File: src/rtl/hsc_pkg.sv
// ----------------------------------------------------------------------------
// Hex servo command parser package
// Character codes, the hex digit decoder and the line check result type.
// ----------------------------------------------------------------------------
package hsc_pkg;

    localparam logic [7:0] NEWLINE_CHAR = 8'd10;
    localparam logic [7:0] CHAN_A_CHAR  = 8'h41;
    localparam logic [7:0] CHAN_B_CHAR  = 8'h42;
    localparam logic [7:0] DIGIT_0_CHAR = 8'h30;
    localparam logic [7:0] DIGIT_9_CHAR = 8'h39;
    localparam logic [7:0] LOWER_A_CHAR = 8'h61;
    localparam logic [7:0] LOWER_F_CHAR = 8'h66;
    localparam logic [7:0] UPPER_F_CHAR = 8'h46;
    localparam logic [3:0] HEX_TEN      = 4'd10;

    localparam int unsigned SETTING_W = 16;

    typedef struct packed {
        logic                 ok;
        logic                 sel;
        logic [SETTING_W-1:0] value;
    } line_check_t;

    typedef struct packed {
        logic       ok;
        logic [3:0] nibble;
    } hex_digit_t;

    function automatic hex_digit_t hex_decode(input logic [7:0] c);
        hex_digit_t d;
        logic [7:0] diff;
        d    = '{ok: 1'b0, nibble: 4'd0};
        diff = 8'd0;
        if (c >= DIGIT_0_CHAR && c <= DIGIT_9_CHAR)
        begin
            diff = c - DIGIT_0_CHAR;
            d    = '{ok: 1'b1, nibble: diff[3:0]};
        end
        else if (c >= LOWER_A_CHAR && c <= LOWER_F_CHAR)
        begin
            diff = c - LOWER_A_CHAR;
            d    = '{ok: 1'b1, nibble: diff[3:0] + HEX_TEN};
        end
        else if (c >= CHAN_A_CHAR && c <= UPPER_F_CHAR)
        begin
            diff = c - CHAN_A_CHAR;
            d    = '{ok: 1'b1, nibble: diff[3:0] + HEX_TEN};
        end
        return d;
    endfunction

endpackage

File: src/rtl/hsc_line_check.sv
// ----------------------------------------------------------------------------
// Hex servo command line check
// Checks a full stored line: channel letter first, hex digits after it.
// ----------------------------------------------------------------------------
module hsc_line_check #(
    parameter int LINE_LEN = 5
) (
    input  logic [7:0]           line_chars [LINE_LEN],
    output hsc_pkg::line_check_t check
);
    import hsc_pkg::*;

    hex_digit_t           digit [LINE_LEN];
    logic                 all_hex;
    logic [SETTING_W-1:0] value;

    always_comb
    begin
        all_hex  = 1'b1;
        value    = '0;
        digit[0] = hex_decode(line_chars[0]);
        for (int i = 1; i < LINE_LEN; i++)
        begin
            digit[i] = hex_decode(line_chars[i]);
            all_hex  = all_hex & digit[i].ok;
            value    = {value[SETTING_W-5:0], digit[i].nibble};
        end
    end

    always_comb
    begin
        check.sel   = (line_chars[0] == CHAN_B_CHAR);
        check.ok    = ((line_chars[0] == CHAN_A_CHAR) || (line_chars[0] == CHAN_B_CHAR))
                      && all_hex;
        check.value = value;
    end

endmodule

File: src/rtl/hex_servo_command_parser.sv
// ----------------------------------------------------------------------------
// Hex servo command parser
// Collects received characters into a line and issues servo update requests.
// ----------------------------------------------------------------------------
// Input channel: in_valid/in_ready carry one received character (rx_byte)
// per request. Characters other than newline are held until LINE_LEN have
// arrived; further ones mark the line as too long. A newline ends the line.
// Output channel: out_valid/out_ready carry one update request per valid
// line: servo_select (0 for 'A', 1 for 'B') and the 16-bit compare_setting
// from the hex digits. Bad or wrong-length lines are dropped silently.
// Throughput: one character per cycle when not stalled. Latency: the
// request appears in the cycle after the newline is accepted, from the
// output register fed by a single pass of line-check logic over the held
// characters. Stall: while a request waits on out_ready, in_ready is low
// and the next character waits; in_ready follows out_ready, so a request
// taken in a cycle frees the input in that same cycle.
// Reset: the character count and output valid clear; the block is ready
// from the first cycle after reset.
// ----------------------------------------------------------------------------
module hex_servo_command_parser #(
    parameter int LINE_LEN = 5
) (
    input  logic        clk,
    input  logic        rst_n,
    input  logic        in_valid,
    output logic        in_ready,
    input  logic [7:0]  rx_byte,
    output logic        out_valid,
    input  logic        out_ready,
    output logic        servo_select,
    output logic [15:0] compare_setting
);
    import hsc_pkg::*;

    localparam int               CNT_W    = $clog2(LINE_LEN + 2);
    localparam logic [CNT_W-1:0] FULL_CNT = CNT_W'(LINE_LEN);
    localparam logic [CNT_W-1:0] OVER_CNT = CNT_W'(LINE_LEN + 1);

    logic [7:0]           char_store_reg [LINE_LEN];
    logic [CNT_W-1:0]     char_count_reg;
    logic [CNT_W-1:0]     char_count_next;
    logic                 out_valid_reg;
    logic                 out_valid_next;
    logic                 sel_reg;
    logic [SETTING_W-1:0] setting_reg;
    logic                 in_accept;
    logic                 is_newline;
    logic                 line_done;
    line_check_t          check;

    assign in_ready   = !out_valid_reg || out_ready;
    assign in_accept  = in_valid && in_ready;
    assign is_newline = (rx_byte == NEWLINE_CHAR);
    assign line_done  = in_accept && is_newline && (char_count_reg == FULL_CNT) && check.ok;

    hsc_line_check #(
        .LINE_LEN (LINE_LEN)
    ) u_line_check (
        .line_chars (char_store_reg),
        .check      (check)
    );

    always_comb
    begin
        char_count_next = char_count_reg;
        if (in_accept)
        begin
            if (is_newline)
                char_count_next = '0;
            else if (char_count_reg < FULL_CNT)
                char_count_next = char_count_reg + 1'b1;
            else
                char_count_next = OVER_CNT;
        end
    end

    always_comb
    begin
        out_valid_next = out_valid_reg;
        if (line_done)
            out_valid_next = 1'b1;
        else if (out_ready)
            out_valid_next = 1'b0;
    end

    // hold the line as a shift line, oldest character at entry zero
    always_ff @(posedge clk)
    begin
        if (in_accept && !is_newline && (char_count_reg < FULL_CNT))
        begin
            for (int i = 0; i < LINE_LEN - 1; i++)
                char_store_reg[i] <= char_store_reg[i+1];
            char_store_reg[LINE_LEN-1] <= rx_byte;
        end
    end

    always_ff @(posedge clk)
    begin
        if (line_done)
        begin
            sel_reg     <= check.sel;
            setting_reg <= check.value;
        end
    end

    always_ff @(posedge clk or negedge rst_n)
    begin
        if (!rst_n)
        begin
            char_count_reg <= '0;
            out_valid_reg  <= 1'b0;
        end
        else
        begin
            char_count_reg <= char_count_next;
            out_valid_reg  <= out_valid_next;
        end
    end

    assign out_valid       = out_valid_reg;
    assign servo_select    = sel_reg;
    assign compare_setting = setting_reg;

`ifndef SYNTH
    a_count_range: assert property (@(posedge clk) disable iff (!rst_n)
        char_count_reg <= OVER_CNT)
        else $error("character count out of range");

    a_newline_clears: assert property (@(posedge clk) disable iff (!rst_n)
        in_accept && is_newline |=> char_count_reg == '0)
        else $error("count not cleared after newline");

    a_count_advance: assert property (@(posedge clk) disable iff (!rst_n)
        in_accept && !is_newline && (char_count_reg < FULL_CNT)
        |=> char_count_reg == $past(char_count_reg) + 1'b1)
        else $error("count did not advance");

    a_request_source: assert property (@(posedge clk) disable iff (!rst_n)
        $rose(out_valid_reg) |-> $past(in_accept && is_newline && char_count_reg == FULL_CNT))
        else $error("request raised without a complete line");
`endif

endmodule

File: config.mk
export PLATFORM = sky130hd
export DESIGN_NAME = hex_servo_command_parser
export DESIGN_NICKNAME = d
export VERILOG_FILES = /design/src/rtl/hsc_pkg.sv /design/src/rtl/hsc_line_check.sv /design/src/rtl/hex_servo_command_parser.sv
export SDC_FILE = /design/constraint.sdc
export NUM_CORES = 1
export LEC_CHECK = 0
export BUFFER_PORTS_ARGS = -buffer_cell sky130_fd_sc_hd__buf_2
export CORE_MARGIN = 2
export CORE_UTILIZATION = 35
export DETAILED_ROUTE_END_ITERATION = 16
export GPL_ROUTABILITY_DRIVEN = 0
export GPL_TIMING_DRIVEN = 0
export PLACE_DENSITY = 0.64
export REMOVE_ABC_BUFFERS = 1
export SLEW_MARGIN = 20
export SYNTH_ARGS = -nofsm -noshare
export SYNTH_HDL_FRONTEND = slang
export SYNTH_SLANG_ARGS = --single-unit
export TNS_END_PERCENT = 10
File: constraint.sdc
create_clock -name clk -period 4.2 [get_ports clk]
set_clock_uncertainty 0.05 [all_clocks]
set_input_delay 0.42 -clock clk [delete_from_list [all_inputs] [get_ports clk]]
set_output_delay 0.42 -clock clk [all_outputs]
set_load 0.03 [all_outputs]
==> results_dict.tcl <==
set metrics [dict create \
    cts_setup_buffers 0 \
    synth_top_area_share_pct 60.11 \
    crit_chain "inv_1 > ha_1 > o21bai_1 > a2111oi_4 > o22ai_1 > nor3_2 > buf_6" \
    rows 32 \
    power_density_nw_per_um2 474.6 \
    avgSynthCellArea_um2 15.07 \
    cap_violations 0 \
    vias_per_cell 4.779 \
    slew_viol_final 0 \
    clkPwrFrac_pct 34.4 \
    synth_top_family_by_area "compound AO/OA/AOI/OAI gates" \
    areaGrowthSynthToFinish_pct 18.76 \
    synth_mux_area_share_pct 2.988 \
    post-route-min-period_ps 3030 \
    cts-root-buf "clkbuf_8" \
    hold_viol 0 \
    synth_compound_area_share_pct 15.07 \
    die_y_um 94.20 \
    cts_sinks 61 \
    rrSetupSlack_ps 1170 \
    finalCritPeriodShare_pct 72.15 \
    max_clock_freq_ghz 0.3300 \
    drive_gt1_share_pct 27.00 \
    cts_tree "yes" \
    syn_area_um2 2848 \
    max_slew_margin_pct 44.52 \
    hp-class "primary input to register" \
    cp-start-kind "register" \
    yosys.area.top_type "edfxtp_1" \
    ys_warn_count 0 \
    synthAdderAreaFrac_pct 7.909 \
    antenna_found_initial 0 \
    first_global_vias 1610 \
    clkSlewWorstSetupHoldPaths_ps 70 \
    track_usage_pct 11.69 \
    layout.cells.non_filler 339 \
    synth_simple_gate_area_share_pct 7.645 \
    yosysUniqueCellTypes 41 \
    power.share.sequential_pct 53.1 \
    core-area_um2 7807 \
    largest_reg_flops 40 \
    vias 1620 \
    ys_ff_latch 61 \
    postRouteAntennaNets 0 \
    dr.pass1.iters 4 \
    worst_r2r_path_depth 7 \
    slowest_delay_ps 680 \
    diodes 0 \
    hold_depth 1 \
    criticalPathCategory "register to register" \
    finalSetupViolCount 0 \
    io_pins 31 \
    cp-end-kind "register" \
    cp_data_arrival_time_ps 3030 \
    grt_max_degree 35 \
    crit_path_max_fanout 9 \
    intPower_mw 1.190 \
    synth_xor_area_share_pct 0.6151 \
    cts.path.max_buffers 2 \
    dp_hpwl_mm 3.288 \
    ys_seq_area_share_pct 63.62 \
    die_w_um 94.20 \
    cellLeakagePower_nw 1.226 \
    place_inst 322 \
    drtIter0Drc 88 \
    initial_core_util_pct 36.47 \
    syn_inst 189 \
    nNetsFinal 262 \
    post-route-drc-count 0 \
    setup_tns_ps 0 \
    slowest_stage "nor3_2" \
    htree_levels 3 \
    grt_pass1_wl_mm 7.479 \
    avgRoutedWirePerCell_um 13.37 \
    insertion_delay_ps 340 \
    gr-total-overflow 0 \
    die-area_um2 8874 \
    routed_wl_mm 4.532 \
    rsz0062_at_grt "false" \
    synth_area_leaders "edfxtp_1, ha_1, a2111oi_4" \
    p_comb_share_pct 12.6 \
    vdd_ir_drop_max_v 0.0002560 \
    required_ps 4200 \
    cts_buffers 9 \
    switching_share_pct 25.88 \
    status "completed" \
    netSwitchingPower_mw 0.4153 \
    worstMarginPinSlew_ps 827.7 \
    portBuffers 30 \
]
==> cell usage after synthesis <==
cell type and n:
nand2b_1 5, mux2i_1 4, a2111oi_4 4, nor3_1 1, nor4b_1 2, o21ai_0 8, nor4_1 2, nor2_1 3
xnor2_1 1, a22oi_1 1, and3_1 1, or3_1 2, dfrtp_1 4, nand2_1 13, nor4bb_1 1, mux2_1 2
a21oi_1 8, nor4b_2 2, mux2_2 2, a31oi_1 6, nand3b_1 1, o31ai_1 1, a31oi_2 2, nor3b_1 1
o21ai_1 3, nand4_1 1, buf_2 1, o31ai_2 1, o22ai_2 1, a22o_2 1, and2_1 1, nand3_1 1
o22ai_1 1, edfxtp_1 57, a22o_1 3, inv_1 15, o21bai_4 2, xor2_1 1, o21bai_1 2, o22a_1 3
ha_1 18
==> what timing repair did <==
item,CTS,global route
hold buffers,1,0
gates resized for setup,0,0
endpoints found under the setup margin,0,0
hold endpoints to repair,4,0
==> per-layer routing <==
metal	share of wire, %	track usage, %	vias to the layer above	wire (um)
met5	0	0	-	0
met4	1.9	4.227	0	85
met3	5.0	6.501	9	225
met2	52	20.18	31	2363
met1	41	11.81	768	1858
li1	-	-	812	-
==> layout make-up <==
class	count	area (um^2)
tap	102	127.6
fill	706	4425
clock buffer	9	123.9
clock inverter	7	90.09
timing repair buffer	33	191.4
sequential	61	1812
inverter	15	56.30
multi-input combinational	112	980.9
==> worst max-delay path: cells and delay by family (launching register included) <==
family | cells | cell delay [ps]
and+or+nand+nor | 1 | 680
AOI/OAI and AO/OA | 3 | 920
adders and majority gates | 1 | 190
buffers and inverters | 2 | 420
DFF | 1 | 470
==> through the flow <==
stage / worst slack (ps) / instance area, um^2 / util, % / hold WS [ps] / power (mW)
global route: 1005 / 3382 / 43.32 / 187.9 / 1.690
CTS: 1141 / 3382 / 43.32 / 198.9 / 1.623
finish: 1170 / 3382 / 43.32 / 215.3 / 1.605
floorplan: 985.3 / 2843 / - / 74.41 / 0.9988
detailed placement: 1166 / 3158 / 40.45 / 185.6 / 1.069
global placement: 54.59 / 3120 / 39.97 / 182.5 / 1.050
==> power groups by stage <==
stage	clock network (mW)	logic (mW)	registers, mW
floorplan	0	0.153	0.846
global placement	0	0.182	0.869
detailed placement	0	0.202	0.867
CTS	0.565	0.204	0.854
global route	0.597	0.228	0.864
finish	0.551	0.202	0.852
==> placed cells by master, fill, tap and decap left out, types with 2 or more instances in the layout <==
cell type | netlist | routed
a2111oi_4 | 4 | 4
a21oi_1 | 8 | 8
a22o_1 | 3 | 3
a31oi_1 | 6 | 6
a31oi_2 | 2 | 2
buf_2 | 1 | 30
bufinv_16 | 0 | 2
clkbuf_8 | 0 | 9
clkinv_2 | 0 | 2
dfrtp_1 | 4 | 4
edfxtp_1 | 57 | 57
ha_1 | 18 | 18
inv_1 | 15 | 15
mux2_1 | 2 | 2
mux2_2 | 2 | 2
mux2i_1 | 4 | 4
nand2_1 | 13 | 13
nand2b_1 | 5 | 5
nor2_1 | 3 | 3
nor4_1 | 2 | 2
nor4b_1 | 2 | 2
nor4b_2 | 2 | 2
o21ai_0 | 8 | 8
o21ai_1 | 3 | 3
o21bai_1 | 2 | 2
o21bai_4 | 2 | 2
o22a_1 | 3 | 3
or3_1 | 2 | 2
==> worst paths after layout <==
check / startpoint / end
setup / recovery: char_store_reg[8]$_DFFE_PP_ / compare_setting[10]$_DFFE_PP_
hold / removal: rx_byte[3] / char_store_reg[3]$_DFFE_PP_
setup reg to reg: char_store_reg[8]$_DFFE_PP_ / compare_setting[10]$_DFFE_PP_
hold reg to reg: char_store_reg[28]$_DFFE_PP_ / char_store_reg[36]$_DFFE_PP_
max in group asynchronous: rst_n / char_count_reg[1]$_DFFE_PN0P_
min in group asynchronous: rst_n / out_valid$_DFFE_PN0P_
==> cells by family after synthesis <==
family,after synthesis
AOI/OAI and AO/OA,47
buffers and inverters,16
DFF,61
xor gates and xnor gates,2
adders and majority gates,18
muxes,8
and+or+nand+nor,37
Note: power is estimated with default switching activity, not from simulation.
